**src/rtl/core/q20rr_pkg.sv**
```systemverilog
// ----------------------------------------------------------------------------
// q20rr_pkg: shared types and constants of the Q20 rounded ratio unit
// Holds the record passed from the front part to the divider pipeline,
// the saturation codes and the default parameter values.
// ----------------------------------------------------------------------------
package q20rr_pkg;

  // Default number of fraction bits of the result
  localparam int FRAC_BITS_DEF = 20;
  // Default depth of the queue between front and back
  localparam int QUEUE_DEPTH_DEF = 4;

  // Operand and result widths
  localparam int OPND_W = 64;
  localparam int RES_W = 32;
  // Quotient bits computed once saturation is ruled out
  localparam int QUOT_BITS = RES_W - 1;

  // Saturation values of the signed result
  localparam logic [RES_W-1:0] POS_MAX = 32'h7FFF_FFFF;
  localparam logic [RES_W-1:0] NEG_MIN = 32'h8000_0000;

  // Operand mode carried on tuser
  typedef enum logic {
    MODE_UNSIGNED = 1'b0,
    MODE_SIGNED   = 1'b1
  } mode_e;

  // Classified item handed from front to back
  typedef struct packed {
    logic              neg;   // numerator negative (signed mode only)
    logic              ovf;   // rounding sum does not fit 64 bits
    logic              zero;  // signed with non-positive divisor: result 0
    logic [OPND_W-1:0] sum;   // magnitude * 2^F + divisor / 2
    logic [OPND_W-1:0] den;   // effective divisor
  } rq_entry_t;

endpackage

```
**src/rtl/core/q20rr_queue.sv**
```systemverilog
// ----------------------------------------------------------------------------
// q20rr_queue: short queue between front and back
// Holds classified items so that the front and the divider stall apart.
// ----------------------------------------------------------------------------
module q20rr_queue #(
  parameter int Depth = q20rr_pkg::QUEUE_DEPTH_DEF
) (
  input  logic                 clk_i,
  input  logic                 rst_ni,
  input  logic                 push_i,
  input  q20rr_pkg::rq_entry_t wdata_i,
  input  logic                 pop_i,
  output q20rr_pkg::rq_entry_t rdata_o,
  output logic                 full_o,
  output logic                 empty_o
);

  localparam int PtrW = (Depth > 1) ? $clog2(Depth) : 1;
  localparam int CntW = $clog2(Depth + 1);

  q20rr_pkg::rq_entry_t slot_q [Depth];
  logic [PtrW-1:0] wr_ptr_q;
  logic [PtrW-1:0] wr_ptr_d;
  logic [PtrW-1:0] rd_ptr_q;
  logic [PtrW-1:0] rd_ptr_d;
  logic [CntW-1:0] cnt_q;
  logic [CntW-1:0] cnt_d;

  assign full_o  = (cnt_q == CntW'(Depth));
  assign empty_o = (cnt_q == '0);
  assign rdata_o = slot_q[rd_ptr_q];

  // Advance pointers with wrap and track the fill level
  always_comb begin
    wr_ptr_d = wr_ptr_q;
    rd_ptr_d = rd_ptr_q;
    cnt_d    = cnt_q;
    if (push_i) begin
      wr_ptr_d = (wr_ptr_q == PtrW'(Depth - 1)) ? '0 : wr_ptr_q + PtrW'(1);
    end
    if (pop_i) begin
      rd_ptr_d = (rd_ptr_q == PtrW'(Depth - 1)) ? '0 : rd_ptr_q + PtrW'(1);
    end
    if (push_i && !pop_i) begin
      cnt_d = cnt_q + CntW'(1);
    end else if (pop_i && !push_i) begin
      cnt_d = cnt_q - CntW'(1);
    end
  end

  always_ff @(posedge clk_i or negedge rst_ni) begin
    if (!rst_ni) begin
      wr_ptr_q <= '0;
      rd_ptr_q <= '0;
      cnt_q    <= '0;
    end else begin
      wr_ptr_q <= wr_ptr_d;
      rd_ptr_q <= rd_ptr_d;
      cnt_q    <= cnt_d;
    end
  end

  // Store the incoming transfer
  always_ff @(posedge clk_i) begin
    if (push_i) begin
      slot_q[wr_ptr_q] <= wdata_i;
    end
  end

  a_cnt_bound: assert property (@(posedge clk_i) disable iff (!rst_ni)
    cnt_q <= CntW'(Depth))
    else $error("queue fill level beyond depth");

  a_no_overrun: assert property (@(posedge clk_i) disable iff (!rst_ni)
    push_i |-> !full_o)
    else $error("push into full queue");

  a_no_underrun: assert property (@(posedge clk_i) disable iff (!rst_ni)
    pop_i |-> !empty_o)
    else $error("pop from empty queue");

endmodule

```
**config.mk**
```make
export PLATFORM = sky130hd
export DESIGN_NAME = q20rr_queue
export DESIGN_NICKNAME = d
export VERILOG_FILES = /design/src/rtl/core/q20rr_pkg.sv /design/src/rtl/core/q20rr_queue.sv
export SDC_FILE = /design/constraint.sdc
export NUM_CORES = 1
export LEC_CHECK = 0
export BUFFER_PORTS_ARGS = -buffer_cell sky130_fd_sc_hd__buf_2
export CORE_MARGIN = 8
export CORE_UTILIZATION = 30
export CTS_CLUSTER_DIAMETER = 200
export DETAILED_ROUTE_END_ITERATION = 8
export GPL_ROUTABILITY_DRIVEN = 0
export PLACE_DENSITY = 0.53
export SLEW_MARGIN = 20
export SYNTH_ARGS = -nofsm -noshare
export SYNTH_HDL_FRONTEND = slang
export SYNTH_SLANG_ARGS = --single-unit
```
**constraint.sdc**
```tcl
create_clock -name clk_i -period 5.4 [get_ports clk_i]
set_input_delay 0 -clock clk_i [delete_from_list [all_inputs] [get_ports clk_i]]
set_output_delay 0 -clock clk_i [all_outputs]
set_load 0.02 [all_outputs]
```
# After elaboration in Yosys (flattened, before gate mapping)
# Memories as Yosys holds them, arrays and structs flattened.
# Index checks and enable logic that the tools add are counted.
# word_totals
output_inout_bits,133
ramBits,524
register_bits,7
memories,1
# op_classes
muxes,6
reduce_logical,6
add_sub_neg,4
n_eq_ne,3
# memory_table
memory,depth,word_bits,rd,rd_clocked_by_memory_dff,wr,line_no,source
slot_q,4,131,1,0,1,q20rr_queue.sv:21,q20rr_pkg::rq_entry_t slot_q [Depth];
# op_table
op,n
$mux W3,2
$add A2 B1 Y2 const B,2
$eq A2 B2 Y1 const B,2
$mux W2,2
$add A3 B1 Y3 const B,1
$eq A3 B3 Y1 const B,1
$logic_not A3 Y1,1
$sub A3 B1 Y3 const B,1
$logic_and A1 B1 Y1,2
$logic_not A1 Y1,2
$mux W1,2
$reduce_bool A2 Y1,1

# Logic depth before layout (Yosys ltp)
# logic_depth
depth_word,4
ltp_mapped,7
mapped_depth_nobuf,7

# Least setup slack after synthesis
# No wires, ideal clock.
# synth_path
kind,register to register
startpoint,reg wr_ptr_q[0]
endpoint,"mem slot_q[2][0] (netlist name), enable pin"
arrival_time_ns,3.628
stages_incl_launch_ff,4
synth_period_minus_slack_ns,4.134
path_slack_ns,1.266
setup_ns,0.505
cell_sequence,dfrtp_1 -> inv_1 -> ha_1 -> and2_1
# synth_lines
item,line_no,source
"start, declared",q20rr_queue.sv:22,logic [PtrW-1:0] wr_ptr_q;
"start signal, assigned",q20rr_queue.sv:57,wr_ptr_q <= wr_ptr_d;
"end, declared",q20rr_queue.sv:21,
# Straight into the memory's write port.

==> results.cfg <==
[status]
status = complete, no violations

[logic_synthesis]
synth_top_area_cell = edfxtp_1
ys_warn_count = 0
syn_area_per_cell_um2 = 26.7
synth_cell_types = 19
syn_area_mm2 = 0.0193
synth_area_leaders = edfxtp_1, mux4_2, dfrtp_1
yosysSeqAreaShare_pct = 82.4
ys_ff_latch = 531
synthCells = 722
synth_fp_nets = 864
yosysTopAreaCellShare_pct = 81.5

[grt]
grt_pass1_vias = 10400
track_usage_pct = 11.4
grt_pass1_wl_mm = 64.3
gr-total-overflow = 0
grt_max_degree = 94
antenna_found_initial = 4

[final_layout]
layout-drive-gt1-share_pct = 41.3
fillCellCount = 5801
instances_no_fill = 2067
syn2layout_area_growth_pct = 29.2
layout.nets = 1303

[cts]
clock-root-buffer = clkbuf_16
clk_pin_slew_ns = 0.06
hold_buffers = 135
htreeDepth = 2
cts_tree = done
cts_sinks = 531
clock_path_buffers = 3
insertion_delay_ns = 0.60
cts_resized = 0
numCtsBuffers = 58
post-cts-setup-buffers = 0

[floorplanning]
rows = 93
fp.coreArea_mm2 = 0.0640
initial_utilization_pct = 30.2
die_h_um = 270
chipWidth_um = 270
io_pins = 268
dieArea_mm2 = 0.0727

[hold_path]
worstHoldPathType = primary input to flop
min_path_cells = 2
min_from = wdata_i[56]
holdPathEnd = slot_q[3][56]

[sta]
maxSlewHeadroom_pct = 42.7
finalSetupTns_ns = 0
final_max_slew_viol_count = 0
fmax_mhz = 353
fin_crit_ns = 2.84
setup_violations = 0
rsz0062_at_grt = no
finClkSkew_ns = 0.00934
period_share_pct = 52.5
worstMarginPinSlew_ns = 0.859
hold_viol = 0

[worst_setup_path]
r2r-end = slot_q[0][84]
worst-path-max-fanout = 55
ff2ff_path_depth = 4
rr_startpoint = wr_ptr_q[0]
crit_path_end_kind = output pin
arrival_ns = 2.84
criticalPathCategory = flop to output pin
start_kind = flop
cp.required_ns = 5.40
r2r_slack_ns = 3.10

[power]
leakage_nw = 8.46
ir_worst_vdd_mv = 0.327
clock_power_share_pct = 29.3
power_density_mw_per_mm2 = 539
p_sw_mw = 4.21
sw_frac_of_total_pct = 31.3
sequentialPowerShare_pct = 41.5
internal-power_mw = 9.24
combPwrFrac_pct = 29.2

[routing]
drc_errors = 0
wire_per_inst_um = 20.4
drt-vias-per-instance = 4.42
drt_iter0_drc = 563
drtPass1Iterations = 4
final_antenna_net_count = 0
drt-total-wl_mm = 42.1
vias = 9138

[place]
dp.cells = 1821
io_buffers = 267
hpwl_mm = 23.8

[run]
cap_viol_max_count = 0
layout make-up:
| cell class | instances | area, µm² | area share [%] |
|---|---|---|---|
| Sequential cell | 531 | 15900 | 63.8 |
| Multi-Input combinational cell | 157 | 3180 | 12.8 |
| Timing Repair Buffer | 409 | 2830 | 11.3 |
| Clock buffer | 71 | 1560 | 6.27 |
| Tap cell | 855 | 1070 | 4.29 |
| Clock inverter | 38 | 353 | 1.42 |
| Inverter | 4 | 15.0 | 0.0602 |
| Antenna cell | 2 | 5.00 | 0.0201 |
cell usage after synthesis:
library cell / count
fa_1: 1
xor2_1: 2
mux2_2: 3
nor3_1: 1
edfxtp_1: 524
clkbuf_1: 4
nor3b_1: 1
nor2_1: 3
buf_4: 1
inv_1: 4
o21ai_0: 2
xnor2_1: 1
ha_1: 6
nand2_1: 2
buf_6: 9
mux4_2: 131
buf_2: 16
dfrtp_1: 7
and2_1: 4
per-stage QoR:
stage	total power, mW	area (µm²)	util [%]	worst slack (ns)	hold WS [ns]
floorplan	8.33	19300	-	1.27	-0.296
global placement	9.63	21700	33.8	3.00	-0.148
detailed placement	9.69	21700	33.8	3.01	-0.149
CTS	13.8	24900	39.0	2.37	0.0937
global route	14.1	24900	39.0	2.28	0.113
finish	13.4	24900	39.0	2.56	0.152
kinds of logic (layout without fill, tap and decap cells):
kind of cell               after synthesis  count (layout)  synth area share [%]
muxes                                  134             134                  15.5
and+or+nand+nor                         11              11                 0.292
other                                    0               2                     0
buffers and inverters                   34             522                  1.13
DFF                                    531             531                  82.4
AOI/OAI and AO/OA                        2               2                0.0519
xor gates and xnor gates                 3               3                 0.136
adders and majority gates                7               7                 0.493
worst max-delay path: stages, from the launching register on:
cell and delay [ns]:
dfrtp_4 0.93, buf_12 0.49, mux4_2 0.59, buf_2 0.18
power groups by stage:
stage          sequential [mW]  clock, mW  combinational (mW)
6_report                  5.58       3.94                3.93
5_1_grt                   5.66       4.24                4.24
4_1_cts                   5.61       4.08                4.09
3_5_place_dp              5.69          0                4.00
3_3_place_gp              5.66          0                3.97
2_1_floorplan             5.55          0                2.78
state kept, by name, indices dropped and copies added (netlist names):
name      cells
rd_ptr_q      2
slot_q      524
cnt_q         3
wr_ptr_q      2
worst max-delay path by stage:
| stage | from | end | depth (start not counted) |
|---|---|---|---|
| floorplan | wr_ptr_q[0] | slot_q[2][0] | 3 |
| global placement | wr_ptr_q[0] | slot_q[0][88] | 4 |
| detailed placement | wr_ptr_q[0] | slot_q[0][88] | 4 |
| CTS | rd_ptr_q[0] | rdata_o[117] | 3 |
| global route | rd_ptr_q[0] | rdata_o[117] | 3 |
| finish | rd_ptr_q[0] | rdata_o[108] | 3 |
layer usage:
| metal | global-route usage (%) | routed length [µm] |
|---|---|---|
| met5 | 0 | 36 |
| met4 | 3.06 | 902 |
| met3 | 3.96 | 3200 |
| met2 | 18.8 | 20500 |
| met1 | 14.2 | 17500 |
cells in the final DEF (no fill, tap or decap), types with 5 or more instances in the layout:
cell           Yosys  routed
clkinv_1           0      13
dfrtp_1            7       5
edfxtp_1         524     524
buf_12             0       7
clkinv_2           0      11
buf_2             16     267
mux4_2           131     131
bufinv_16          0       6
clkbuf_16          0      61
dlygate4sd3_1      0     135
clkbuf_1           4      10
ha_1               6       6
Note: power is estimated with default switching activity, not from simulation.
