## src/rtl/core/q20rr_pkg.sv

```systemverilog
// ----------------------------------------------------------------------------
// q20rr_pkg: shared types and constants of the Q20 rounded ratio unit
// Holds the record passed from the front part to the divider pipeline,
// the saturation codes and the default parameter values.
// ----------------------------------------------------------------------------
package q20rr_pkg;

  // Default number of fraction bits of the result
  localparam int FRAC_BITS_DEF = 20;
  // Default depth of the queue between front and back
  localparam int QUEUE_DEPTH_DEF = 4;

  // Operand and result widths
  localparam int OPND_W = 64;
  localparam int RES_W = 32;
  // Quotient bits computed once saturation is ruled out
  localparam int QUOT_BITS = RES_W - 1;

  // Saturation values of the signed result
  localparam logic [RES_W-1:0] POS_MAX = 32'h7FFF_FFFF;
  localparam logic [RES_W-1:0] NEG_MIN = 32'h8000_0000;

  // Operand mode carried on tuser
  typedef enum logic {
    MODE_UNSIGNED = 1'b0,
    MODE_SIGNED   = 1'b1
  } mode_e;

  // Classified item handed from front to back
  typedef struct packed {
    logic              neg;   // numerator negative (signed mode only)
    logic              ovf;   // rounding sum does not fit 64 bits
    logic              zero;  // signed with non-positive divisor: result 0
    logic [OPND_W-1:0] sum;   // magnitude * 2^F + divisor / 2
    logic [OPND_W-1:0] den;   // effective divisor
  } rq_entry_t;

endpackage

```

## src/rtl/core/q20rr_front.sv

```systemverilog
// ----------------------------------------------------------------------------
// q20rr_front: input stage of the Q20 rounded ratio unit
// Takes items from the input stream, forms the magnitude, the effective
// divisor and the rounding sum, and flags the special cases, in two stages.
// ----------------------------------------------------------------------------
module q20rr_front #(
  parameter int FracBits = q20rr_pkg::FRAC_BITS_DEF
) (
  input  logic                           clk_i,
  input  logic                           rst_ni,
  input  logic                           s_tvalid_i,
  output logic                           s_tready_o,
  input  logic                           mode_i,
  input  logic [q20rr_pkg::OPND_W-1:0]   num_i,
  input  logic [q20rr_pkg::OPND_W-1:0]   den_i,
  input  logic                           full_i,
  output logic                           push_o,
  output q20rr_pkg::rq_entry_t           entry_o
);

  localparam int OpW  = q20rr_pkg::OPND_W;
  localparam int SumW = OpW + FracBits + 1;

  logic              en;
  logic              take;
  logic              is_signed;
  logic              den_zero;
  logic              neg_w;
  logic [OpW-1:0]    mag_w;
  logic [OpW-1:0]    den_w;

  logic              f1_vld_q;
  logic              f1_neg_q;
  logic              f1_zero_q;
  logic [OpW-1:0]    f1_mag_q;
  logic [OpW-1:0]    f1_den_q;

  logic [SumW-1:0]   sum_w;
  logic              f2_vld_q;
  q20rr_pkg::rq_entry_t f2_q;

  // Advance both stages unless the queue refuses the oldest item
  assign en         = !(f2_vld_q && full_i);
  assign s_tready_o = en;
  assign take       = s_tvalid_i && en;

  // Classify operands and take the magnitude
  assign is_signed = (mode_i == q20rr_pkg::MODE_SIGNED);
  assign den_zero  = (den_i == '0);
  assign neg_w     = is_signed && num_i[OpW-1];
  assign mag_w     = neg_w ? (~num_i + OpW'(1)) : num_i;
  assign den_w     = (!is_signed && den_zero) ? OpW'(1) : den_i;

  always_ff @(posedge clk_i or negedge rst_ni) begin
    if (!rst_ni) begin
      f1_vld_q <= 1'b0;
      f2_vld_q <= 1'b0;
    end else if (en) begin
      f1_vld_q <= take;
      f2_vld_q <= f1_vld_q;
    end
  end

  always_ff @(posedge clk_i) begin
    if (en) begin
      f1_neg_q  <= neg_w;
      f1_zero_q <= is_signed && (den_zero || den_i[OpW-1]);
      f1_mag_q  <= mag_w;
      f1_den_q  <= den_w;
    end
  end

  // Form magnitude * 2^F + divisor / 2 and detect overflow past 64 bits
  assign sum_w = {1'b0, f1_mag_q, {FracBits{1'b0}}} + SumW'(f1_den_q >> 1);

  always_ff @(posedge clk_i) begin
    if (en) begin
      f2_q.neg  <= f1_neg_q;
      f2_q.zero <= f1_zero_q;
      f2_q.ovf  <= |sum_w[SumW-1:OpW];
      f2_q.sum  <= sum_w[OpW-1:0];
      f2_q.den  <= f1_den_q;
    end
  end

  assign push_o  = f2_vld_q && !full_i;
  assign entry_o = f2_q;

endmodule

```

## config.mk

```make
export PLATFORM = sky130hd
export DESIGN_NAME = q20rr_front
export DESIGN_NICKNAME = d
export VERILOG_FILES = /design/src/rtl/core/q20rr_pkg.sv /design/src/rtl/core/q20rr_front.sv
export SDC_FILE = /design/constraint.sdc
export NUM_CORES = 1
export LEC_CHECK = 0
export BUFFER_PORTS_ARGS = -buffer_cell sky130_fd_sc_hd__buf_2
export CAP_MARGIN = 20
export CORE_MARGIN = 5
export CORE_UTILIZATION = 55
export CTS_CLUSTER_DIAMETER = 200
export CTS_CLUSTER_SIZE = 8
export DETAILED_ROUTE_END_ITERATION = 8
export GPL_TIMING_DRIVEN = 0
export MAX_ROUTING_LAYER = met4
export PLACE_DENSITY = 0.9
export SYNTH_ARGS = -nofsm -noshare
export SYNTH_HDL_FRONTEND = slang
export SYNTH_SLANG_ARGS = --single-unit
export TNS_END_PERCENT = 1
```

## constraint.sdc

```tcl
create_clock -name clk_i -period 25.7 [get_ports clk_i]
set_input_delay 7.71 -clock clk_i [delete_from_list [all_inputs] [get_ports clk_i]]
set_output_delay 7.71 -clock clk_i [all_outputs]
set_load 0.005 [all_outputs]
```

## Yosys cells after proc, flatten, opt, wreduce, memory -nomap -nowiden

Index checks and enable logic that the tools add are counted.

- Output and inout bits: 133
- Bits of input ports: 133
- Flip-flop bits (word level): 263

- Reductions and logical operators: 12
- Mux-type cells: 1
- Add/subtract/negate cells: 2
- Bitwise logic cells: 1

Operators by type and width:

| kind | count |
|---|---|
| 84-bit by 63-bit adder with 85-bit output | 1 |
| 64-bit by 1-bit adder with 64-bit output (second input constant) | 1 |
| 64-bit zero test | 1 |
| 64-bit two-way mux | 1 |
| 64-bit inverter | 1 |
| 21-bit OR reduction | 1 |
| 1-bit logical AND | 6 |
| 1-bit zero test | 3 |
| 1-bit logical OR | 1 |

## Depth between registers and ports, before layout

Gate-level depths: netlist of run 1.

- Word-level depth: 3
- Mapped depth: 13
- Gate-level depth less buffers: 13

## Least setup slack after synthesis of run 1

OpenSTA, ideal clock, no wires.

- Path kind: input port to output port
- Start: input full_i
- End: output s_tready_o
- Arrival: 12.843 ns
- Stages: 1
- Path slack: 5.147 ns
- Path buffers: 0
- Path through: nand2_1

- Longest elaborated chain between the ends: 2

RTL lines:

| what | line | text |
|---|---|---|
| start, declared | q20rr_front.sv:16 | `input logic full_i,` |
| 1-bit logical AND | q20rr_front.sv:43 | `assign en = !(f2_vld_q && full_i);` |
| 1-bit zero test | q20rr_front.sv:43 |  |
| end, declared | q20rr_front.sv:12 | `output logic s_tready_o,` |

No other way between the ends.

## Final worst setup path of run 1

Same ends and word-level chain as after synthesis.

==> flow_summary.ini, run 1 <==
[run_status]
status = finished, final reports clean

[routing]
wl_met1_um = 15500
wire_per_inst_um = 21.7
antenna_left = 0
num_vias = 10500
wirelength_um = 38500
drtPass1Iterations = 6
route.detailed.drc = 0
vias_per_cell = 5.94
highest_layer = met4
drtIter0Drc = 1331
dr_wl_met3_um = 4080
dr_wl_met2_um = 17700

[clocking]
cts_buffer_depth = 3
postCtsHoldBufs = 0
ctsResizeCount = 0
h-tree-depth = 2
numCtsBuffers = 36
clkSinkCount = 243
cts_tree = built
clk_pin_slew_ps = 50
cts_root_buf = clkbuf_16
cts_setup_buffers = 0
insertion_delay_ps = 510

[floorplan]
design.die.area_um2 = 26500
start_util = 0.553
die_h_um = 163
fp-row-count = 56
pin_count = 266
dieWidth_um = 163
core_um2 = 23300

[sta]
setup_viol = 0
final.setup.tns_ps = 0
rsz0062_at_grt = no
fmax_mhz = 61.1
relSlewSlack = 0.459
fin_crit_sh = 0.637
tightestPinTransition_ps = 811
final_hold_viol_count = 0
finClkSkew_ps = 19.3
drv_slew = 0
min_period_ps = 16370

[synth]
synth_top_flop_cell = edfxtp_1
ys_seq_area_frac = 0.567
synth_cell_types = 78
synth_edf_count = 241
netlist_instances = 1122
ys_warn_count = 0
syn_area_per_cell_um2 = 11.5
ys_ff_latch = 243
synth_nets = 1300
async_reset_ff_frac = 0.00823
syn_area_um2 = 12900

[grt]
grt_max_degree = 75
antenna_found_initial = 8
grt.overflow.total = 0
grtUsageTotal = 0.294
grt_pass1_wl_um = 58500
grt_pass1_vias = 10500

[critical_path]
cp_cell_sequence = buf_2 -> nand2_4 -> buf_2
crit_top_cell = buf_2
cp_max_fo = 58
crit_type = input pin to output port
cpPeakStageDelay_ps = 580
cp-start-kind = input pin
crit_buf_inv = 2
cp_slowest_cell = nand2_4
worst_setup_path_end_kind = output port
worstPathArrival_ps = 8660
critical-path-top-delay-family = simple AND/OR/NAND/NOR gates
cp.required_ps = 17990

[layout]
finalNetCount = 1606
drive_gt1_frac = 0.257
final_cell_count_no_fill = 1771
synthToLayoutAreaGrowth_pct = 22.1

[flow_run]
drv_cap = 0

[place]
place_inst = 1709
dpl.hpwl_um = 29600
place_congestion = 0.963
numPortBuffers = 265

[power_and_ir_drop]
p_leak_nw = 6.04
ir_drop_uv = 69.4
comb_power_share = 0.223
p_clk_frac = 0.341
sw_frac_of_total = 0.290
net-switching-power_mw = 0.362
seq_power_share = 0.436
p_per_area_nw_per_um2 = 79.6
p_int_mw = 0.887

[min_path]
hold_path_class = register to register
worst reg2reg max path, stage by stage, from the launching register on:
cell,delay [ps]
edfxtp_1,440
ha_1,300
clkbuf_1,230
a21oi_1,350
o21a_1,150
nor2_1,80
a2111oi_2,340
nand4_1,120
or4_1,440
nor4_1,320
o2111ai_1,160
nor4_1,310
nand4_1,140
per-stage QoR:
step | hold WS, ps | setup slack, ps | instance area [um^2] | total power, mW | util
CTS | 405 | 9310 | 15700 | 1.25 | 0.674
finish | 407 | 9330 | 15700 | 1.25 | 0.675
global route | 417 | 9250 | 15700 | 1.30 | 0.675
detailed placement | 405 | 9310 | 14700 | 0.822 | 0.630
floorplan | 400 | 5150 | 12900 | 0.709 | -
global placement | 401 | 2690 | 14600 | 0.823 | 0.627
final timing paths:
kind | from | end | slack (ps) | cells after the start
min in group asynchronous | rst_ni | f2_vld_q | 6980 | 1
max in group asynchronous | rst_ni | f1_vld_q | 18610 | 1
max | full_i | s_tready_o | 9330 | 3
min | f1_den_q[2] | entry_o[65] | 410 | 0
min reg2reg | f1_den_q[2] | entry_o[65] | 410 | 0
max reg2reg | f1_den_q[53] | entry_o[129] | 22050 | 12
kinds of logic (layout without fill, tap and decap cells):
family          Yosys count  count (layout)  synth area share
xor+xnor                105             105            0.0715
other cells               0               8                 0
fa+ha+maj                45              45            0.0444
mux                       4               4           0.00331
simple gates            339             339             0.141
buf+inv                 143             465            0.0505
compound gates          243             243             0.122
flops                   243             243             0.567
flip-flops by register name, indices dropped and copies added (netlist names):
name,flops
entry_o,111
f1_den_q,64
f1_mag_q,64
f1_neg_q,1
f1_vld_q,1
f1_zero_q,1
f2_vld_q,1
synth_stat cells, types with 11 or more instances:
cell	number	area [um^2]
a21oi_1	77	385
buf_4	25	188
clkbuf_1	85	319
edfxtp_1	241	7240
ha_1	44	551
inv_1	21	78.8
nand2_1	84	315
nand3_1	20	100
nand4_1	35	219
nor2_1	71	267
nor3_1	25	125
nor4_1	25	156
o21a_1	11	82.6
o21ai_0	55	275
o31ai_1	15	113
xnor2_1	64	561
xor2_1	41	359
placed cells by master, fill, tap and decap left out, drive strengths merged, types with 18 or more instances in the layout:
master / netlist / routed
nor3: 27 / 27
inv: 21 / 22
a21oi: 77 / 77
edfxtp: 241 / 241
nor2: 74 / 74
xor2: 41 / 41
ha: 44 / 44
buf: 36 / 304
nand2: 86 / 86
nand4: 38 / 38
clkbuf: 85 / 137
nand3: 20 / 20
o31ai: 18 / 18
xnor2: 64 / 64
o21ai: 57 / 57
nor4: 26 / 26
area by class of cell:
class,count,area (um^2)
Multi-Input combinational cell,736,4930
Inverter,22,82.6
Antenna cell,8,20.0
Fill cell,1673,7570
Clock inverter,2,27.5
Tap cell,319,399
Clock buffer,52,982
Sequential cell,243,7290
Timing Repair Buffer,268,1400
Buffer,121,567
per-layer routing:
layer | global-route usage | vias to the layer above
met5 | - | -
met4 | 0.0930 | 0
met3 | 0.0716 | 93
met2 | 0.452 | 632
met1 | 0.392 | 5029
li1 | - | 4770
power by group through the flow:
| stage | Combinational [mW] | Sequential [mW] | Clock, mW |
|---|---|---|---|
| 2_1_floorplan | 0.155 | 0.554 | 0 |
| 3_3_place_gp | 0.263 | 0.560 | 0 |
| 3_5_place_dp | 0.272 | 0.550 | 0 |
| 4_1_cts | 0.275 | 0.544 | 0.432 |
| 5_1_grt | 0.302 | 0.550 | 0.452 |
| 6_report | 0.279 | 0.545 | 0.426 |
No activity file was read; power rests on OpenSTA's default activity.
==> run 2, diff against run 1 <==
--- a/config.mk
+++ b/config.mk
@@ -8,13 +8,13 @@
 export BUFFER_PORTS_ARGS = -buffer_cell sky130_fd_sc_hd__buf_2
 export CAP_MARGIN = 20
 export CORE_MARGIN = 5
-export CORE_UTILIZATION = 55
+export CORE_UTILIZATION = 50
 export CTS_CLUSTER_DIAMETER = 200
 export CTS_CLUSTER_SIZE = 8
 export DETAILED_ROUTE_END_ITERATION = 8
 export GPL_TIMING_DRIVEN = 0
 export MAX_ROUTING_LAYER = met4
-export PLACE_DENSITY = 0.9
+export PLACE_DENSITY = 0.87
 export SYNTH_ARGS = -nofsm -noshare
 export SYNTH_HDL_FRONTEND = slang
 export SYNTH_SLANG_ARGS = --single-unit
==> constraint.sdc (replaced) <==
create_clock -name clk_i -period 14.4 [get_ports clk_i]
set_input_delay 4.32 -clock clk_i [delete_from_list [all_inputs] [get_ports clk_i]]
set_output_delay 4.32 -clock clk_i [all_outputs]
set_load 0.005 [all_outputs]
==> run 2 against run 1 <==
- worst hold slack got worse by 6.0 ps
- flip-flop and latch count did not move
- cell count rose by 0.40%
- utilization fell by 5.2 points
- clock-buffer cell count fell by 8
- non-clock buffer count did not move
- sequential power rose by 78%
- register-to-register slack got worse by 11000 ps
==> flow_summary.ini, run 2 (synthesized netlist as in run 1, its figures left out) <==
[sta]
min_period_ps = 9760
setup_viol = 0
final_hold_viol_count = 0
relSlewSlack = 0.488
fin_crit_sh = 0.678
fmax_mhz = 102
finClkSkew_ps = 18.7
tightestPinTransition_ps = 768
final.setup.tns_ps = 0
drv_slew = 0
rsz0062_at_grt = no

[critical_path]
cp_cell_sequence = buf_2 -> nand2_4 -> buf_16 -> buf_2
r2r_cells = 12
crit_top_cell = buf_2
crit_buf_inv = 3
cp-endpoint = s_tready_o
cp.depth = 4
cp-start-kind = input pin
critical-path-top-delay-family = buffers and inverters
cp_max_fo = 73
cpPeakStageDelay_ps = 410
crit_type = input pin to output port
cp.required_ps = 10080
r2r-end = entry_o[129]
worst_setup_path_end_kind = output port
worstPathArrival_ps = 5440
reg2reg_from = f1_mag_q[12]
startpoint = full_i
r2r_slack_ps = 10690
cp_slowest_cell = nand2_4

[routing]
drtPass1Iterations = 7
route.detailed.drc = 0
num_vias = 10300
wire_per_inst_um = 20.7
antenna_left = 0
wirelength_um = 36900
drtIter0Drc = 1099
vias_per_cell = 5.78

[layout]
drive_gt1_frac = 0.259
final_cell_mix = 274 x buf_2, 241 x edfxtp_1, 92 x clkbuf_1
largest_reg_flops = 111
layout_commonest_cell = buf_2
multi_input_area_um2 = 4930
register_area_um2 = 7290
n_fill_cell = 1988
finish.utilization = 0.622
finalNetCount = 1606
synthToLayoutAreaGrowth_pct = 22.3

[power_and_ir_drop]
p_leak_nw = 6.04
p_per_area_nw_per_um2 = 141
ir_drop_uv = 122

[clocking]
cts_setup_buffers = 0
cts_tree = built
postCtsHoldBufs = 0
clkSinkCount = 243
cts_buffer_depth = 3
ctsResizeCount = 0
cts_root_buf = clkbuf_16
numCtsBuffers = 36
clk_pin_slew_ps = 50
h-tree-depth = 2
insertion_delay_ps = 520

[grt]
antenna_found_initial = 11
grt_pass1_vias = 10200
grt_max_degree = 80
grtUsageTotal = 0.256
grt_pass1_wl_um = 56500
grt.overflow.total = 0

[floorplan]
design.die.area_um2 = 29000
die_h_um = 170
dieWidth_um = 170
fp-row-count = 58
start_util = 0.509
core_um2 = 25300
pin_count = 266

[place]
place_congestion = 0.975
numPortBuffers = 265
dpl.hpwl_um = 28300

[flow_run]
drv_cap = 0

[min_path]
hold_path_class = register to register

[run_status]
status = finished, final reports clean
-- run 2: where the power goes --
part / switching [mW] / total (mW) / internal (mW) / leakage [nW]
Sequential: 0.0520 / 0.972 / 0.920 / 2.45
Combinational: 0.293 / 0.487 / 0.194 / 3.12
Clock: 0.293 / 0.755 / 0.462 / 0.483
-- run 2: layer usage --
layer,vias up,routed length (um),GRT usage
met1,4871,15400,0.344
met4,0,951,0.0757
met5,-,0,-
li1,4782,-,-
met2,542,16800,0.395
met3,73,3720,0.0574
-- run 2: through the flow --
step	area, um^2	hold slack (ps)	power (mW)	std cells	setup slack [ps]
5_1_grt	15700	408	2.32	1778	4560
2_1_floorplan	12900	400	1.27	1122	627
3_5_place_dp	14700	405	1.46	1720	4620
6_report	15700	401	2.21	1778	4640
4_1_cts	15700	401	2.22	1767	4620
3_3_place_gp	14600	401	1.47	1717	-1870
-- run 2: worst min path at each step --
stage	startpoint	endpoint	cells after the start
after floorplan	f1_den_q[0]	entry_o[0]	0
after CTS	f1_den_q[16]	entry_o[79]	0
after global placement	f1_den_q[19]	entry_o[82]	0
after detailed placement	f1_den_q[16]	entry_o[79]	0
after global routing	f1_zero_q	entry_o[128]	0
final	f1_den_q[16]	entry_o[79]	0
-- run 2: cell type report --
cell class	count	area share
clock inverters	3	0.00342
repair buffers	268	0.0896
diodes	11	0.00175
flip-flops and latches	243	0.464
plain buffers	121	0.0361
well taps	330	0.0263
inverters	22	0.00525
clock buffers	44	0.0606
multi-input cells	736	0.313
==> run 3, diff against run 2 <==
--- a/config.mk
+++ b/config.mk
@@ -8,13 +8,13 @@
 export BUFFER_PORTS_ARGS = -buffer_cell sky130_fd_sc_hd__buf_2
 export CAP_MARGIN = 20
 export CORE_MARGIN = 5
-export CORE_UTILIZATION = 50
+export CORE_UTILIZATION = 55
 export CTS_CLUSTER_DIAMETER = 200
 export CTS_CLUSTER_SIZE = 8
 export DETAILED_ROUTE_END_ITERATION = 8
 export GPL_TIMING_DRIVEN = 0
 export MAX_ROUTING_LAYER = met4
-export PLACE_DENSITY = 0.87
+export PLACE_DENSITY = 0.9
 export SYNTH_ARGS = -nofsm -noshare
 export SYNTH_HDL_FRONTEND = slang
 export SYNTH_SLANG_ARGS = --single-unit
==> constraint.sdc (replaced) <==
create_clock -name clk_i -period 9.4 [get_ports clk_i]
set_input_delay 2.82 -clock clk_i [delete_from_list [all_inputs] [get_ports clk_i]]
set_output_delay 2.82 -clock clk_i [all_outputs]
set_load 0.005 [all_outputs]
==> run 3 against run 2 <==
- via count is 0.63% higher
- total power is 53% higher
- routed wire length is 0.99% higher
- sequential share of layout area is 0.24 points higher
- first-iteration DRC count is 5.9% lower
- combinational power is 54% higher
- highest routed layer unchanged
- utilization is 5.0 points higher
- non-clock buffer count is 2 lower
- clock power is 51% higher
- final area is 0.53% lower
==> flow_summary.ini, run 3 (synthesized netlist as in run 1, its figures left out) <==
[layout]
finish.utilization = 0.672
final_cell_count_no_fill = 1765
final_cell_mix = 274 x buf_2, 241 x edfxtp_1, 93 x clkbuf_1
finalNetCount = 1604
layout_commonest_cell = buf_2
largest_reg_flops = 111
drive_gt1_frac = 0.258
synthToLayoutAreaGrowth_pct = 21.6

[routing]
dr_wl_met3_um = 3630
route.detailed.drc = 0
num_vias = 10300
antenna_left = 0
highest_layer = met4
drtIter0Drc = 1034
dr_wl_met2_um = 17100
wire_per_inst_um = 21.1
vias_per_cell = 5.85
wl_met1_um = 15300
drtPass1Iterations = 5
wirelength_um = 37200

[clocking]
cts_buffer_depth = 3
cts_root_buf = clkbuf_16
insertion_delay_ps = 510
clk_pin_slew_ps = 50
cts_tree = built
postCtsHoldBufs = 0
ctsResizeCount = 0
clkSinkCount = 243
cts_setup_buffers = 0
h-tree-depth = 2
numCtsBuffers = 36

[place]
dpl.hpwl_um = 28700
place_congestion = 0.926
place_inst = 1707
numPortBuffers = 265
dp_slack_ps = 2710

[sta]
fin_crit_sh = 0.711
final_hold_viol_count = 0
min_period_ps = 6680
drv_slew = 0
relSlewSlack = 0.408
tightestPinTransition_ps = 888
rsz0062_at_grt = no
setup_ws_ps = 2720
setup_viol = 0
finClkSkew_ps = 18.6
fmax_mhz = 150

[grt]
grtUsageTotal = 0.283
antenna_found_initial = 10
grt.overflow.total = 0
grt_pass1_vias = 10200
grt_max_degree = 128
grt_pass1_wl_um = 56600

[critical_path]
cp.required_ps = 6580
cp_max_fo = 118
worst_setup_path_end_kind = output port
worstPathArrival_ps = 3860
cp-start-kind = input pin
crit_type = input pin to output port

[power_and_ir_drop]
p_clk_frac = 0.337
ir_drop_uv = 228
sw_frac_of_total = 0.290
power_mw = 3.38
p_int_mw = 2.40
comb_power_share = 0.222
seq_power_share = 0.441
net-switching-power_mw = 0.980
p_per_area_nw_per_um2 = 216
p_leak_nw = 6.01

[floorplan]
design.die.area_um2 = 26500
start_util = 0.553
fp-row-count = 56
die_h_um = 163
core_um2 = 23300
dieWidth_um = 163
pin_count = 266

[run_status]
status = finished, final reports clean

[min_path]
hold_path_class = register to register

[flow_run]
drv_cap = 0
-- run 3: path summary, 6_finish.rpt --
| check | start | end | slack (ps) | cells past startpoint |
|---|---|---|---|---|
| max | full_i | s_tready_o | 2720 | 3 |
| min | f1_den_q[19] | entry_o[82] | 410 | 0 |
| max reg2reg | f1_den_q[26] | entry_o[129] | 5620 | 11 |
| min reg2reg | f1_den_q[19] | entry_o[82] | 410 | 0 |
| max in group asynchronous | rst_ni | f2_vld_q | 7220 | 1 |
| min in group asynchronous | rst_ni | f1_vld_q | 2090 | 1 |
-- run 3: power by group through the flow --
stage                     combinational (mW)  clock, mW  sequential, mW
after floorplan                        0.424          0            1.50
after global placement                 0.713          0            1.52
after detailed placement               0.733          0            1.51
after CTS                              0.739       1.15            1.49
after global routing                   0.816       1.21            1.50
final                                  0.750       1.14            1.49
-- run 3: cell type report --
type                            count  area, um^2
Inverter                           22        82.6
Clock inverter                      4        55.1
Fill cell                        1728        7630
Antenna cell                       10        25.0
Clock buffer                       44         931
Tap cell                          319         399
Multi-Input combinational cell    736        4940
Timing Repair Buffer              266        1350
Sequential cell                   243        7290
Buffer                            121         567
-- run 3: stage by stage --
step,hold slack (ps),setup TNS (ps),instance area (um^2)
after floorplan,400,0,12900
after global placement,401,-611,14600
after detailed placement,405,0,14600
after global routing,412,0,15600
final,413,0,15600
after CTS,414,0,15600
-- run 3: worst max-delay path: stages --
cell	delay (ps)
buf_2	140
nand2_8	620
buf_2	250
-- run 3: routing by layer --
metal / vias to the layer above / GRT usage
met5: - / -
met4: 0 / 0.0865
met3: 87 / 0.0640
met2: 555 / 0.443
met1: 4916 / 0.374
li1: 4775 / -
